==> src/design/wsfz_pkg.sv <==
// Package for the wheel speed frame decoder with zero debounce.
// Holds frame signature constants, register codes, reset values and the queue entry type.
// No dependencies.
`timescale 1ns / 1ps

package wsfz_pkg;

    // Speed frame signature: data bytes 1..3 and the required length
    localparam logic [7:0] SIG_BYTE1       = 8'h6C;
    localparam logic [7:0] SIG_BYTE2       = 8'h60;
    localparam logic [7:0] SIG_BYTE3       = 8'h03;
    localparam logic [3:0] SPEED_FRAME_LEN = 4'd8;

    // Zero run counter stops here
    localparam logic [3:0] ZERO_RUN_MAX = 4'd15;

    // Register indexes
    localparam logic [1:0] REG_FRONT_ID = 2'd0;
    localparam logic [1:0] REG_REAR_ID  = 2'd1;
    localparam logic [1:0] REG_ZERO_THR = 2'd2;
    localparam logic [1:0] REG_CONFIRM  = 2'd3;

    // Register reset values
    localparam logic [10:0] FRONT_ID_RST = 11'h581;
    localparam logic [10:0] REAR_ID_RST  = 11'h582;
    localparam logic [15:0] ZERO_THR_RST = 16'd10;
    localparam logic [3:0]  CONFIRM_RST  = 4'd3;

    // One classified frame, passed from front to back
    typedef struct packed {
        logic        taken;      // valid speed frame for either drive
        logic        is_front;   // front drive wins when both ids match
        logic        near_zero;  // both magnitudes below threshold
        logic [15:0] left;
        logic [15:0] right;
    } t_cmd;

    // Magnitude of a 16-bit two's complement value; -32768 gives 32768
    function automatic logic [16:0] magnitude16(input logic [15:0] raw);
        logic [16:0] mag;
        if (raw[15]) begin
            mag = 17'h10000 - {1'b0, raw};
        end else begin
            mag = {1'b0, raw};
        end
        return mag;
    endfunction

endpackage

==> src/design/wsfz_channels.sv <==
// Handshake channel interfaces: frame input, speed result output, register writes.
// Depends on nothing.
`timescale 1ns / 1ps

interface wsfz_frame_if;
    logic        valid;
    logic        ready;
    logic [10:0] frame_id;
    logic [3:0]  frame_length;
    logic [63:0] payload;

    modport source (output valid, frame_id, frame_length, payload, input ready);
    modport sink   (input valid, frame_id, frame_length, payload, output ready);
endinterface

interface wsfz_speed_if;
    logic               valid;
    logic               ready;
    logic               frame_taken;
    logic signed [15:0] front_left_speed;
    logic signed [15:0] front_right_speed;
    logic signed [15:0] rear_left_speed;
    logic signed [15:0] rear_right_speed;

    modport source (output valid, frame_taken, front_left_speed, front_right_speed,
                    rear_left_speed, rear_right_speed, input ready);
    modport sink   (input valid, frame_taken, front_left_speed, front_right_speed,
                    rear_left_speed, rear_right_speed, output ready);
endinterface

interface wsfz_cfg_if;
    logic        valid;
    logic        ready;
    logic [1:0]  reg_index;
    logic [15:0] data;

    modport source (output valid, reg_index, data, input ready);
    modport sink   (input valid, reg_index, data, output ready);
endinterface

==> src/design/wsfz_fifo.sv <==
// Small register FIFO between the classifier and the state update.
// No package dependency.
`timescale 1ns / 1ps

module wsfz_fifo #(
    parameter int WIDTH = 8,
    parameter int DEPTH = 2   // 2 or more
) (
    input  logic             i_clk,
    input  logic             i_rst_n,
    input  logic             i_push,
    input  logic [WIDTH-1:0] i_push_data,
    output logic             o_full,
    input  logic             i_pop,
    output logic [WIDTH-1:0] o_pop_data,
    output logic             o_empty
);

    localparam int PTR_W = $clog2(DEPTH);
    localparam int CNT_W = $clog2(DEPTH + 1);

    logic [WIDTH-1:0] r_mem [DEPTH];
    logic [PTR_W-1:0] r_wr_ptr, n_wr_ptr;
    logic [PTR_W-1:0] r_rd_ptr, n_rd_ptr;
    logic [CNT_W-1:0] r_count, n_count;
    logic             w_push, w_pop;

    assign o_full     = (r_count == CNT_W'(DEPTH));
    assign o_empty    = (r_count == '0);
    assign w_push     = i_push && !o_full;
    assign w_pop      = i_pop && !o_empty;
    assign o_pop_data = r_mem[r_rd_ptr];

    // Pointer wrap and fill count
    always_comb begin
        n_wr_ptr = r_wr_ptr;
        n_rd_ptr = r_rd_ptr;
        if (w_push) begin
            n_wr_ptr = (r_wr_ptr == PTR_W'(DEPTH - 1)) ? '0 : r_wr_ptr + 1'b1;
        end
        if (w_pop) begin
            n_rd_ptr = (r_rd_ptr == PTR_W'(DEPTH - 1)) ? '0 : r_rd_ptr + 1'b1;
        end
        n_count = r_count + CNT_W'(w_push) - CNT_W'(w_pop);
    end

    always_ff @(posedge i_clk) begin
        if (!i_rst_n) begin
            r_wr_ptr <= '0;
            r_rd_ptr <= '0;
            r_count  <= '0;
        end else begin
            r_wr_ptr <= n_wr_ptr;
            r_rd_ptr <= n_rd_ptr;
            r_count  <= n_count;
        end
    end

    // Entry storage, no reset needed
    always_ff @(posedge i_clk) begin
        if (w_push) begin
            r_mem[r_wr_ptr] <= i_push_data;
        end
    end

endmodule

==> src/design/wsfz_front.sv <==
// Front end: register file and frame classification (id, length, signature, near-zero test).
// Depends on wsfz_pkg and the channel interfaces.
`timescale 1ns / 1ps

module wsfz_front (
    input  logic              i_clk,
    input  logic              i_rst_n,
    wsfz_frame_if.sink        i_frame,
    wsfz_cfg_if.sink          i_cfg,
    input  logic              i_full,
    output logic              o_push,
    output wsfz_pkg::t_cmd    o_cmd,
    output logic [3:0]        o_confirm
);

    logic [10:0] r_front_id;
    logic [10:0] r_rear_id;
    logic [15:0] r_zero_thr;
    logic [3:0]  r_confirm;

    logic        w_is_front, w_is_rear, w_shape_ok;
    logic [15:0] w_left, w_right;
    logic [16:0] w_thr;

    // Register writes are always taken
    assign i_cfg.ready = 1'b1;

    always_ff @(posedge i_clk) begin
        if (!i_rst_n) begin
            r_front_id <= wsfz_pkg::FRONT_ID_RST;
            r_rear_id  <= wsfz_pkg::REAR_ID_RST;
            r_zero_thr <= wsfz_pkg::ZERO_THR_RST;
            r_confirm  <= wsfz_pkg::CONFIRM_RST;
        end else if (i_cfg.valid) begin
            unique case (i_cfg.reg_index)
                wsfz_pkg::REG_FRONT_ID: r_front_id <= i_cfg.data[10:0];
                wsfz_pkg::REG_REAR_ID:  r_rear_id  <= i_cfg.data[10:0];
                wsfz_pkg::REG_ZERO_THR: r_zero_thr <= i_cfg.data;
                wsfz_pkg::REG_CONFIRM:  r_confirm  <= i_cfg.data[3:0];
                default: ;
            endcase
        end
    end

    assign o_confirm = r_confirm;

    // Classify the frame on the input beat
    assign w_is_front = (i_frame.frame_id == r_front_id);
    assign w_is_rear  = (i_frame.frame_id == r_rear_id);
    assign w_shape_ok = (i_frame.frame_length == wsfz_pkg::SPEED_FRAME_LEN)
                     && (i_frame.payload[15:8]  == wsfz_pkg::SIG_BYTE1)
                     && (i_frame.payload[23:16] == wsfz_pkg::SIG_BYTE2)
                     && (i_frame.payload[31:24] == wsfz_pkg::SIG_BYTE3);
    assign w_left     = i_frame.payload[47:32];
    assign w_right    = i_frame.payload[63:48];
    assign w_thr      = {1'b0, r_zero_thr};

    always_comb begin
        o_cmd.taken     = w_shape_ok && (w_is_front || w_is_rear);
        o_cmd.is_front  = w_is_front;
        o_cmd.near_zero = (wsfz_pkg::magnitude16(w_left) < w_thr)
                       && (wsfz_pkg::magnitude16(w_right) < w_thr);
        o_cmd.left      = w_left;
        o_cmd.right     = w_right;
    end

    assign i_frame.ready = !i_full;
    assign o_push        = i_frame.valid && !i_full;

endmodule

==> src/design/wsfz_back.sv <==
// Back end: per-drive speed store, zero run counters and the result register.
// Depends on wsfz_pkg and the channel interfaces.
`timescale 1ns / 1ps

module wsfz_back (
    input  logic            i_clk,
    input  logic            i_rst_n,
    input  logic            i_empty,
    input  wsfz_pkg::t_cmd  i_cmd,
    input  logic [3:0]      i_confirm,
    output logic            o_pop,
    wsfz_speed_if.source    o_speed
);

    logic [31:0] r_front_speeds, n_front_speeds;
    logic [31:0] r_rear_speeds,  n_rear_speeds;
    logic [3:0]  r_front_run,    n_front_run;
    logic [3:0]  r_rear_run,     n_rear_run;
    logic        r_valid;
    logic        r_taken;
    logic [3:0]  w_run_sel, w_run_inc;
    logic [31:0] w_new_speeds;

    // Take the next entry when the result register is free or draining
    assign o_pop = !i_empty && (!r_valid || o_speed.ready);

    // Debounce step on the addressed drive
    always_comb begin
        w_run_sel    = i_cmd.is_front ? r_front_run : r_rear_run;
        w_run_inc    = (w_run_sel < wsfz_pkg::ZERO_RUN_MAX) ? w_run_sel + 1'b1 : w_run_sel;
        w_new_speeds = i_cmd.is_front ? r_front_speeds : r_rear_speeds;
        if (i_cmd.near_zero) begin
            if (w_run_inc >= i_confirm) begin
                w_new_speeds = '0;
            end
        end else begin
            w_run_inc    = '0;
            w_new_speeds = {i_cmd.right, i_cmd.left};
        end

        n_front_speeds = r_front_speeds;
        n_rear_speeds  = r_rear_speeds;
        n_front_run    = r_front_run;
        n_rear_run     = r_rear_run;
        if (o_pop && i_cmd.taken) begin
            if (i_cmd.is_front) begin
                n_front_speeds = w_new_speeds;
                n_front_run    = w_run_inc;
            end else begin
                n_rear_speeds = w_new_speeds;
                n_rear_run    = w_run_inc;
            end
        end
    end

    always_ff @(posedge i_clk) begin
        if (!i_rst_n) begin
            r_front_speeds <= '0;
            r_rear_speeds  <= '0;
            r_front_run    <= '0;
            r_rear_run     <= '0;
            r_valid        <= 1'b0;
        end else begin
            r_front_speeds <= n_front_speeds;
            r_rear_speeds  <= n_rear_speeds;
            r_front_run    <= n_front_run;
            r_rear_run     <= n_rear_run;
            if (o_pop) begin
                r_valid <= 1'b1;
            end else if (o_speed.ready) begin
                r_valid <= 1'b0;
            end
        end
    end

    always_ff @(posedge i_clk) begin
        if (o_pop) begin
            r_taken <= i_cmd.taken;
        end
    end

    // The stored speeds are the result payload; they change only on a pop
    assign o_speed.valid             = r_valid;
    assign o_speed.frame_taken       = r_taken;
    assign o_speed.front_left_speed  = r_front_speeds[15:0];
    assign o_speed.front_right_speed = r_front_speeds[31:16];
    assign o_speed.rear_left_speed   = r_rear_speeds[15:0];
    assign o_speed.rear_right_speed  = r_rear_speeds[31:16];

endmodule

==> src/design/wheel_speed_frame_zero_debounce_unit.sv <==
// Wheel speed frame decoder with zero-speed debounce, top level.
// Path: an accepted frame is registered into the queue and then into the result register,
// and a stalled result beat holds later frames in the queue.
// Throughput: one frame per cycle while the result output is not stalled.
// The queue lets the input keep flowing for QUEUE_DEPTH beats while the output stalls.
// Reset (synchronous, active low) restores register defaults, clears stored speeds,
// zero run counters, the queue and the result register.
`timescale 1ns / 1ps

module wheel_speed_frame_zero_debounce_unit #(
    parameter int QUEUE_DEPTH = 2
) (
    input  logic         i_clk,
    input  logic         i_rst_n,
    wsfz_frame_if.sink   i_frame,
    wsfz_cfg_if.sink     i_cfg,
    wsfz_speed_if.source o_speed
);

    wsfz_pkg::t_cmd w_push_cmd;
    wsfz_pkg::t_cmd w_pop_cmd;
    logic           w_push, w_full, w_pop, w_empty;
    logic [3:0]     w_confirm;

    wsfz_front u_front (
        .i_clk     (i_clk),
        .i_rst_n   (i_rst_n),
        .i_frame   (i_frame),
        .i_cfg     (i_cfg),
        .i_full    (w_full),
        .o_push    (w_push),
        .o_cmd     (w_push_cmd),
        .o_confirm (w_confirm)
    );

    wsfz_fifo #(
        .WIDTH ($bits(wsfz_pkg::t_cmd)),
        .DEPTH (QUEUE_DEPTH)
    ) u_queue (
        .i_clk       (i_clk),
        .i_rst_n     (i_rst_n),
        .i_push      (w_push),
        .i_push_data (w_push_cmd),
        .o_full      (w_full),
        .i_pop       (w_pop),
        .o_pop_data  (w_pop_cmd),
        .o_empty     (w_empty)
    );

    wsfz_back u_back (
        .i_clk     (i_clk),
        .i_rst_n   (i_rst_n),
        .i_empty   (w_empty),
        .i_cmd     (w_pop_cmd),
        .i_confirm (w_confirm),
        .o_pop     (w_pop),
        .o_speed   (o_speed)
    );

endmodule

==> src/flat_wrapper.sv <==
// flat-port wrapper written by rule: the top's interface ports become plain ports
module wheel_speed_frame_zero_debounce_unit_flat 
#(
    parameter int QUEUE_DEPTH = 2
)
  (i_clk, i_rst_n, i_frame_valid, i_frame_frame_id, i_frame_frame_length, i_frame_payload, i_frame_ready, i_cfg_valid, i_cfg_reg_index, i_cfg_data, i_cfg_ready, o_speed_valid, o_speed_frame_taken, o_speed_front_left_speed, o_speed_front_right_speed, o_speed_rear_left_speed, o_speed_rear_right_speed, o_speed_ready);
  wsfz_frame_if i_frame_i ();
  wsfz_cfg_if i_cfg_i ();
  wsfz_speed_if o_speed_i ();
  input  logic i_clk;
  input  logic i_rst_n;
  input wire logic [$bits(i_frame_i.valid)-1:0] i_frame_valid;
  input wire logic [$bits(i_frame_i.frame_id)-1:0] i_frame_frame_id;
  input wire logic [$bits(i_frame_i.frame_length)-1:0] i_frame_frame_length;
  input wire logic [$bits(i_frame_i.payload)-1:0] i_frame_payload;
  output wire logic [$bits(i_frame_i.ready)-1:0] i_frame_ready;
  input wire logic [$bits(i_cfg_i.valid)-1:0] i_cfg_valid;
  input wire logic [$bits(i_cfg_i.reg_index)-1:0] i_cfg_reg_index;
  input wire logic [$bits(i_cfg_i.data)-1:0] i_cfg_data;
  output wire logic [$bits(i_cfg_i.ready)-1:0] i_cfg_ready;
  output wire logic [$bits(o_speed_i.valid)-1:0] o_speed_valid;
  output wire logic [$bits(o_speed_i.frame_taken)-1:0] o_speed_frame_taken;
  output wire logic [$bits(o_speed_i.front_left_speed)-1:0] o_speed_front_left_speed;
  output wire logic [$bits(o_speed_i.front_right_speed)-1:0] o_speed_front_right_speed;
  output wire logic [$bits(o_speed_i.rear_left_speed)-1:0] o_speed_rear_left_speed;
  output wire logic [$bits(o_speed_i.rear_right_speed)-1:0] o_speed_rear_right_speed;
  input wire logic [$bits(o_speed_i.ready)-1:0] o_speed_ready;
  assign i_frame_i.valid = i_frame_valid;
  assign i_frame_i.frame_id = i_frame_frame_id;
  assign i_frame_i.frame_length = i_frame_frame_length;
  assign i_frame_i.payload = i_frame_payload;
  assign i_frame_ready = i_frame_i.ready;
  assign i_cfg_i.valid = i_cfg_valid;
  assign i_cfg_i.reg_index = i_cfg_reg_index;
  assign i_cfg_i.data = i_cfg_data;
  assign i_cfg_ready = i_cfg_i.ready;
  assign o_speed_valid = o_speed_i.valid;
  assign o_speed_frame_taken = o_speed_i.frame_taken;
  assign o_speed_front_left_speed = o_speed_i.front_left_speed;
  assign o_speed_front_right_speed = o_speed_i.front_right_speed;
  assign o_speed_rear_left_speed = o_speed_i.rear_left_speed;
  assign o_speed_rear_right_speed = o_speed_i.rear_right_speed;
  assign o_speed_i.ready = o_speed_ready;
  wheel_speed_frame_zero_debounce_unit #(.QUEUE_DEPTH(QUEUE_DEPTH)) u_core (.i_clk(i_clk), .i_rst_n(i_rst_n), .i_frame(i_frame_i), .i_cfg(i_cfg_i), .o_speed(o_speed_i));
endmodule
==> config.mk <==
export PLATFORM = sky130hd
export DESIGN_NAME = wheel_speed_frame_zero_debounce_unit_flat
export DESIGN_NICKNAME = d
export VERILOG_FILES = /design/src/design/wsfz_pkg.sv /design/src/design/wsfz_channels.sv /design/src/design/wsfz_fifo.sv /design/src/design/wsfz_front.sv /design/src/design/wsfz_back.sv /design/src/design/wheel_speed_frame_zero_debounce_unit.sv /design/src/flat_wrapper.sv
export SDC_FILE = /design/constraint.sdc
export NUM_CORES = 1
export LEC_CHECK = 0
export ABC_AREA = 1
export ABC_CLOCK_PERIOD_IN_PS = 3600
export BUFFER_PORTS_ARGS = -buffer_cell sky130_fd_sc_hd__buf_2
export CORE_MARGIN = 2
export CORE_UTILIZATION = 30
export DETAILED_ROUTE_END_ITERATION = 7
export HOLD_SLACK_MARGIN = 0.03
export MAX_ROUTING_LAYER = met4
export SYNTH_ARGS = -nofsm -noshare
export SYNTH_HDL_FRONTEND = slang
export SYNTH_SLANG_ARGS = --single-unit
==> constraint.sdc <==
create_clock -name i_clk -period 3.6 [get_ports i_clk]
set_input_delay 1.08 -clock i_clk [delete_from_list [all_inputs] [get_ports i_clk]]
set_output_delay 1.08 -clock i_clk [all_outputs]
set_load 0.1 [all_outputs]
==> impl_results.rst <==
.. list-table::
   :header-rows: 1

   * - Metric
     - Value
   * - Layout Skew
     - 0.01661 ns
   * - Total Wirelength
     - 26,570 um
   * - Required @ worst endpoint
     - 3.99 ns
   * - Synth async-reset ratio
     - 0%
   * - Number of synthesized flops with an enable pin
     - 71
   * - Count of routing violations after the opening detailed-route iteration
     - 659
   * - Pins Over Slew Limit
     - 0
   * - Starting Density
     - 30.46%
   * - Max-cap violations
     - 0
   * - Critical Path End Type
     - register
   * - Count of warnings emitted by yosys
     - 0
   * - Actual slew at the worst max-slew pin
     - 0.8152 ns
   * - Number of distinct library cells after synthesis
     - 42
   * - Synth Register Bits
     - 191
   * - Ranking of synthesized cells by instance count
     - sky130_fd_sc_hd__nand2_1 (354), sky130_fd_sc_hd__inv_1 (164), sky130_fd_sc_hd__dfxtp_1 (120)
   * - Crit Path Category
     - register to register
   * - Leftover overflow at the end of global routing
     - 0
   * - Hold Path Origin
     - u_core.u_queue.r_rd_ptr
   * - Setup repair after global routing missed its margin
     - false
   * - Maximum level of the CTS H-tree
     - 4
   * - TritonCTS clock tree
     - yes
   * - Critical path data arrival time
     - 3.51 ns
   * - Count of clock tree sinks
     - 191
   * - Die Ht
     - 185.7 um
   * - Largest vdd supply drop
     - 0.4365 mV
   * - Setup Viol. Count Final
     - 0
   * - R2r setup slk
     - 0.47 ns
   * - Share of post-route cells with drive strength above 1
     - 15.72%
   * - Later-pin clock latency in the skew report
     - 0.44 ns
   * - Routability congestion estimate from global placement
     - 0.8687
   * - Clock Tree Buf Depth
     - 2
   * - Overall track demand over capacity in global routing
     - 16.21%
   * - Wire length of the first global-routing pass
     - 41,780 um
   * - Mean post-synth cell area
     - 7.754 um2
   * - Post CTS Setup Buffer Count
     - 0
   * - Antenna violations before repair
     - 5
   * - Count of final hold-check violations
     - 0
   * - Largest net degree at the start of global routing
     - 85
   * - Sum of net half-perimeters after detailed placement
     - 18,940 um
   * - Die width
     - 185.7 um
   * - Clock tree root buffer cell
     - sky130_fd_sc_hd__clkbuf_16
   * - Sequential-to-total area share from yosys stat
     - 45.76%
   * - Area enclosed by the die boundary
     - 34,500 um2
   * - Area growth, synth to finish
     - 18.46%
   * - Port Buffers
     - 160
   * - Ys flop type
     - sky130_fd_sc_hd__dfxtp_1
   * - Core box area
     - 32,540 um2
   * - Syn Nets
     - 1,419
   * - Capturing point of the worst reg2reg path
     - u_core.u_back.r_rear_speeds[22]
   * - Post-layout min period
     - 3.128 ns
   * - Cell depth of the worst flop-to-flop path
     - 20
   * - Number of instances in the synthesized netlist
     - 1,278
   * - Area contributors post-synth
     - sky130_fd_sc_hd__dfxtp_1 (24%), sky130_fd_sc_hd__edfxtp_1 (22%), sky130_fd_sc_hd__nand2_1 (13%)
   * - Share of the synthesized area in the top cell type
     - 24.24%
   * - Number of remaining DRC errors
     - 0
   * - Total via count after detailed routing
     - 8,463
   * - Biggest fanout along the worst timing path
     - 32
   * - Area of all placed cells without fillers
     - 11,740 um2
   * - Count of nets left with antenna violations after detail routing
     - 0
   * - Fmax
     - 319.7 MHz
   * - Post-synthesis instance area
     - 9910 um2
   * - Count of TritonRoute iterations in the first routing pass
     - 5
   * - Worst hold path type
     - register to register
   * - Average wire per standard cell
     - 14.15 um
   * - DR vias/cell
     - 4.506
   * - Post-cts hold buffer count
     - 0
   * - Type of origin of the critical path
     - register
   * - Clock-pin slew on the worst setup and hold paths
     - 0.07 ns
   * - Post-synthesis cell type with the largest combined area
     - sky130_fd_sc_hd__dfxtp_1
   * - Final-stage net count
     - 1,559
   * - Endpoint with the worst hold slack
     - u_core.u_queue.r_rd_ptr
   * - Top Ports
     - 170
   * - Power density relative to cell area
     - 755.1 nW/um2
   * - Final cycle utilization of the critical path
     - 86.89%
   * - Hold-critical path depth
     - 1
   * - Setup TNS
     - 0 ns
   * - Post_cts resized
     - 0
   * - Max-slew headroom
     - 45.32%
   * - Library cell with the highest instance count after synthesis
     - sky130_fd_sc_hd__nand2_1
   * - Post-Place Cell Area
     - 11,140 um2
   * - Floorplan row count
     - 66
   * - Status
     - finished, final reports clean
   * - Leakage power
     - 5.458 nW
   * - Via count of the first global-routing pass
     - 7,819
   * - Cts bufs inserted
     - 17
## where the power goes
group / leakage, nW / total (W) / switching [W] / internal (W)
clock: 0.286 / 0.00192 / 0.000865 / 0.00106
combinational: 3.53 / 0.00409 / 0.00319 / 0.000897
sequential: 1.64 / 0.00285 / 0.000204 / 0.00265
## sequential cells by signal, indices dropped and copies added (netlist names), named ones only
name and count:
u_core.u_back.r_front_speeds 32, u_core.u_front.r_rear_id 11, u_core.u_back.r_rear_speeds 32, u_core.u_front.r_front_id 11
u_core.u_back.r_rear_run 4, u_core.u_queue.r_count 2, u_core.u_queue.r_wr_ptr 1, u_core.u_front.r_zero_thr 16
u_core.u_queue.r_rd_ptr 1, u_core.u_queue.r_mem 70, u_core.u_back.o_speed.valid 1, u_core.u_front.o_confirm 4
u_core.u_back.r_front_run 4, u_core.u_back.o_speed.frame_taken 1
## how the worst max path moves through the flow
| stage | depth (start not counted) | to | from |
|---|---|---|---|
| 2_1_floorplan | 4 | u_core.u_queue.r_mem[1][0] | u_core.u_queue.r_count[0] |
| 5_1_grt | 20 | u_core.u_back.r_front_speeds[21] | register |
| 3_5_place_dp | 18 | u_core.u_queue.r_mem[0][32] | i_frame_payload[33] |
| 6_report | 20 | u_core.u_back.r_rear_speeds[22] | register |
| 4_1_cts | 20 | u_core.u_back.r_rear_speeds[20] | register |
| 3_3_place_gp | 18 | u_core.u_queue.r_mem[0][32] | i_frame_payload[33] |
## critical path, stage by stage (launching register included)
cell and delay [ns]:
sky130_fd_sc_hd__dfxtp_1 0.49, sky130_fd_sc_hd__inv_4 0.08, sky130_fd_sc_hd__nand2_1 0.13, sky130_fd_sc_hd__nand3_1 0.08, sky130_fd_sc_hd__nand2_1 0.15, sky130_fd_sc_hd__ha_1 0.22, sky130_fd_sc_hd__nand3_1 0.15, sky130_fd_sc_hd__nor2_1 0.19
sky130_fd_sc_hd__nand2_1 0.09, sky130_fd_sc_hd__and2_1 0.15, sky130_fd_sc_hd__ha_1 0.29, sky130_fd_sc_hd__inv_1 0.06, sky130_fd_sc_hd__nor2_1 0.04, sky130_fd_sc_hd__o21ai_0 0.15, sky130_fd_sc_hd__nand3_1 0.15, sky130_fd_sc_hd__nor2_4 0.13
sky130_fd_sc_hd__buf_12 0.21, sky130_fd_sc_hd__nand2_1 0.10, sky130_fd_sc_hd__nand3_1 0.09, sky130_fd_sc_hd__nand2_1 0.06, sky130_fd_sc_hd__inv_1 0.05
## placed cells by master (no fill, tap or decap), drive strengths merged, types with 5 or more instances in the layout
| master | netlist | final |
|---|---|---|
| nand2 | 360 | 360 |
| buf | 29 | 176 |
| inv | 167 | 172 |
| dfxtp | 120 | 120 |
| nand3 | 100 | 100 |
| o21ai | 89 | 89 |
| a21oi | 78 | 78 |
| nor2 | 72 | 72 |
| edfxtp | 71 | 71 |
| ha | 39 | 39 |
| o21a | 32 | 32 |
| xor2 | 25 | 25 |
| xnor2 | 21 | 21 |
| clkbuf | 26 | 20 |
| nor3 | 14 | 14 |
| nor4 | 7 | 7 |
| clkinv | 2 | 6 |
| diode | 0 | 5 |
## per-layer routing
metal  routed length [um]  vias to the layer above  GRT usage [%]
met4                  284                        0          4.220
met2                11970                      205          24.95
met3                 1441                       23          3.698
met5                    0                        -              -
li1                     -                     4406              -
met1                12880                     3829          21.48
## logic make-up after synthesis
logic type / share of synthesized area (%)
compound gates: 11.72
xor+xnor: 4.066
fa+ha+maj: 4.924
buf+inv: 9.331
flops: 45.76
other cells: 0.03784
simple gates: 24.17
## area by class of cell
cell class	instances	area, um2
diodes	5	12.51
clock buffers	20	450.4
clock inverters	12	132.6
fillers	3471	20800
inverters	169	636.9
multi-input cells	863	4461
flip-flops and latches	191	4534
well taps	442	553.0
repair buffers	176	958.4
## metrics by stage
stage                     setup WS, ns  utilization [%]  hold WS, ns  power, W  std cells
after global routing            0.1203            36.08       0.4863  0.009413       1878
after floorplan                 0.3615                -       0.4259  0.006170       1278
after global placement         0.08810            34.25       0.4359  0.006967       1841
after CTS                       0.5046            36.04       0.4606  0.008950       1873
after detailed placement       0.05320            34.25       0.4472  0.007018       1841
final                           0.4719            36.08       0.4620  0.008864       1878
(Power assumes the default switching activity.)
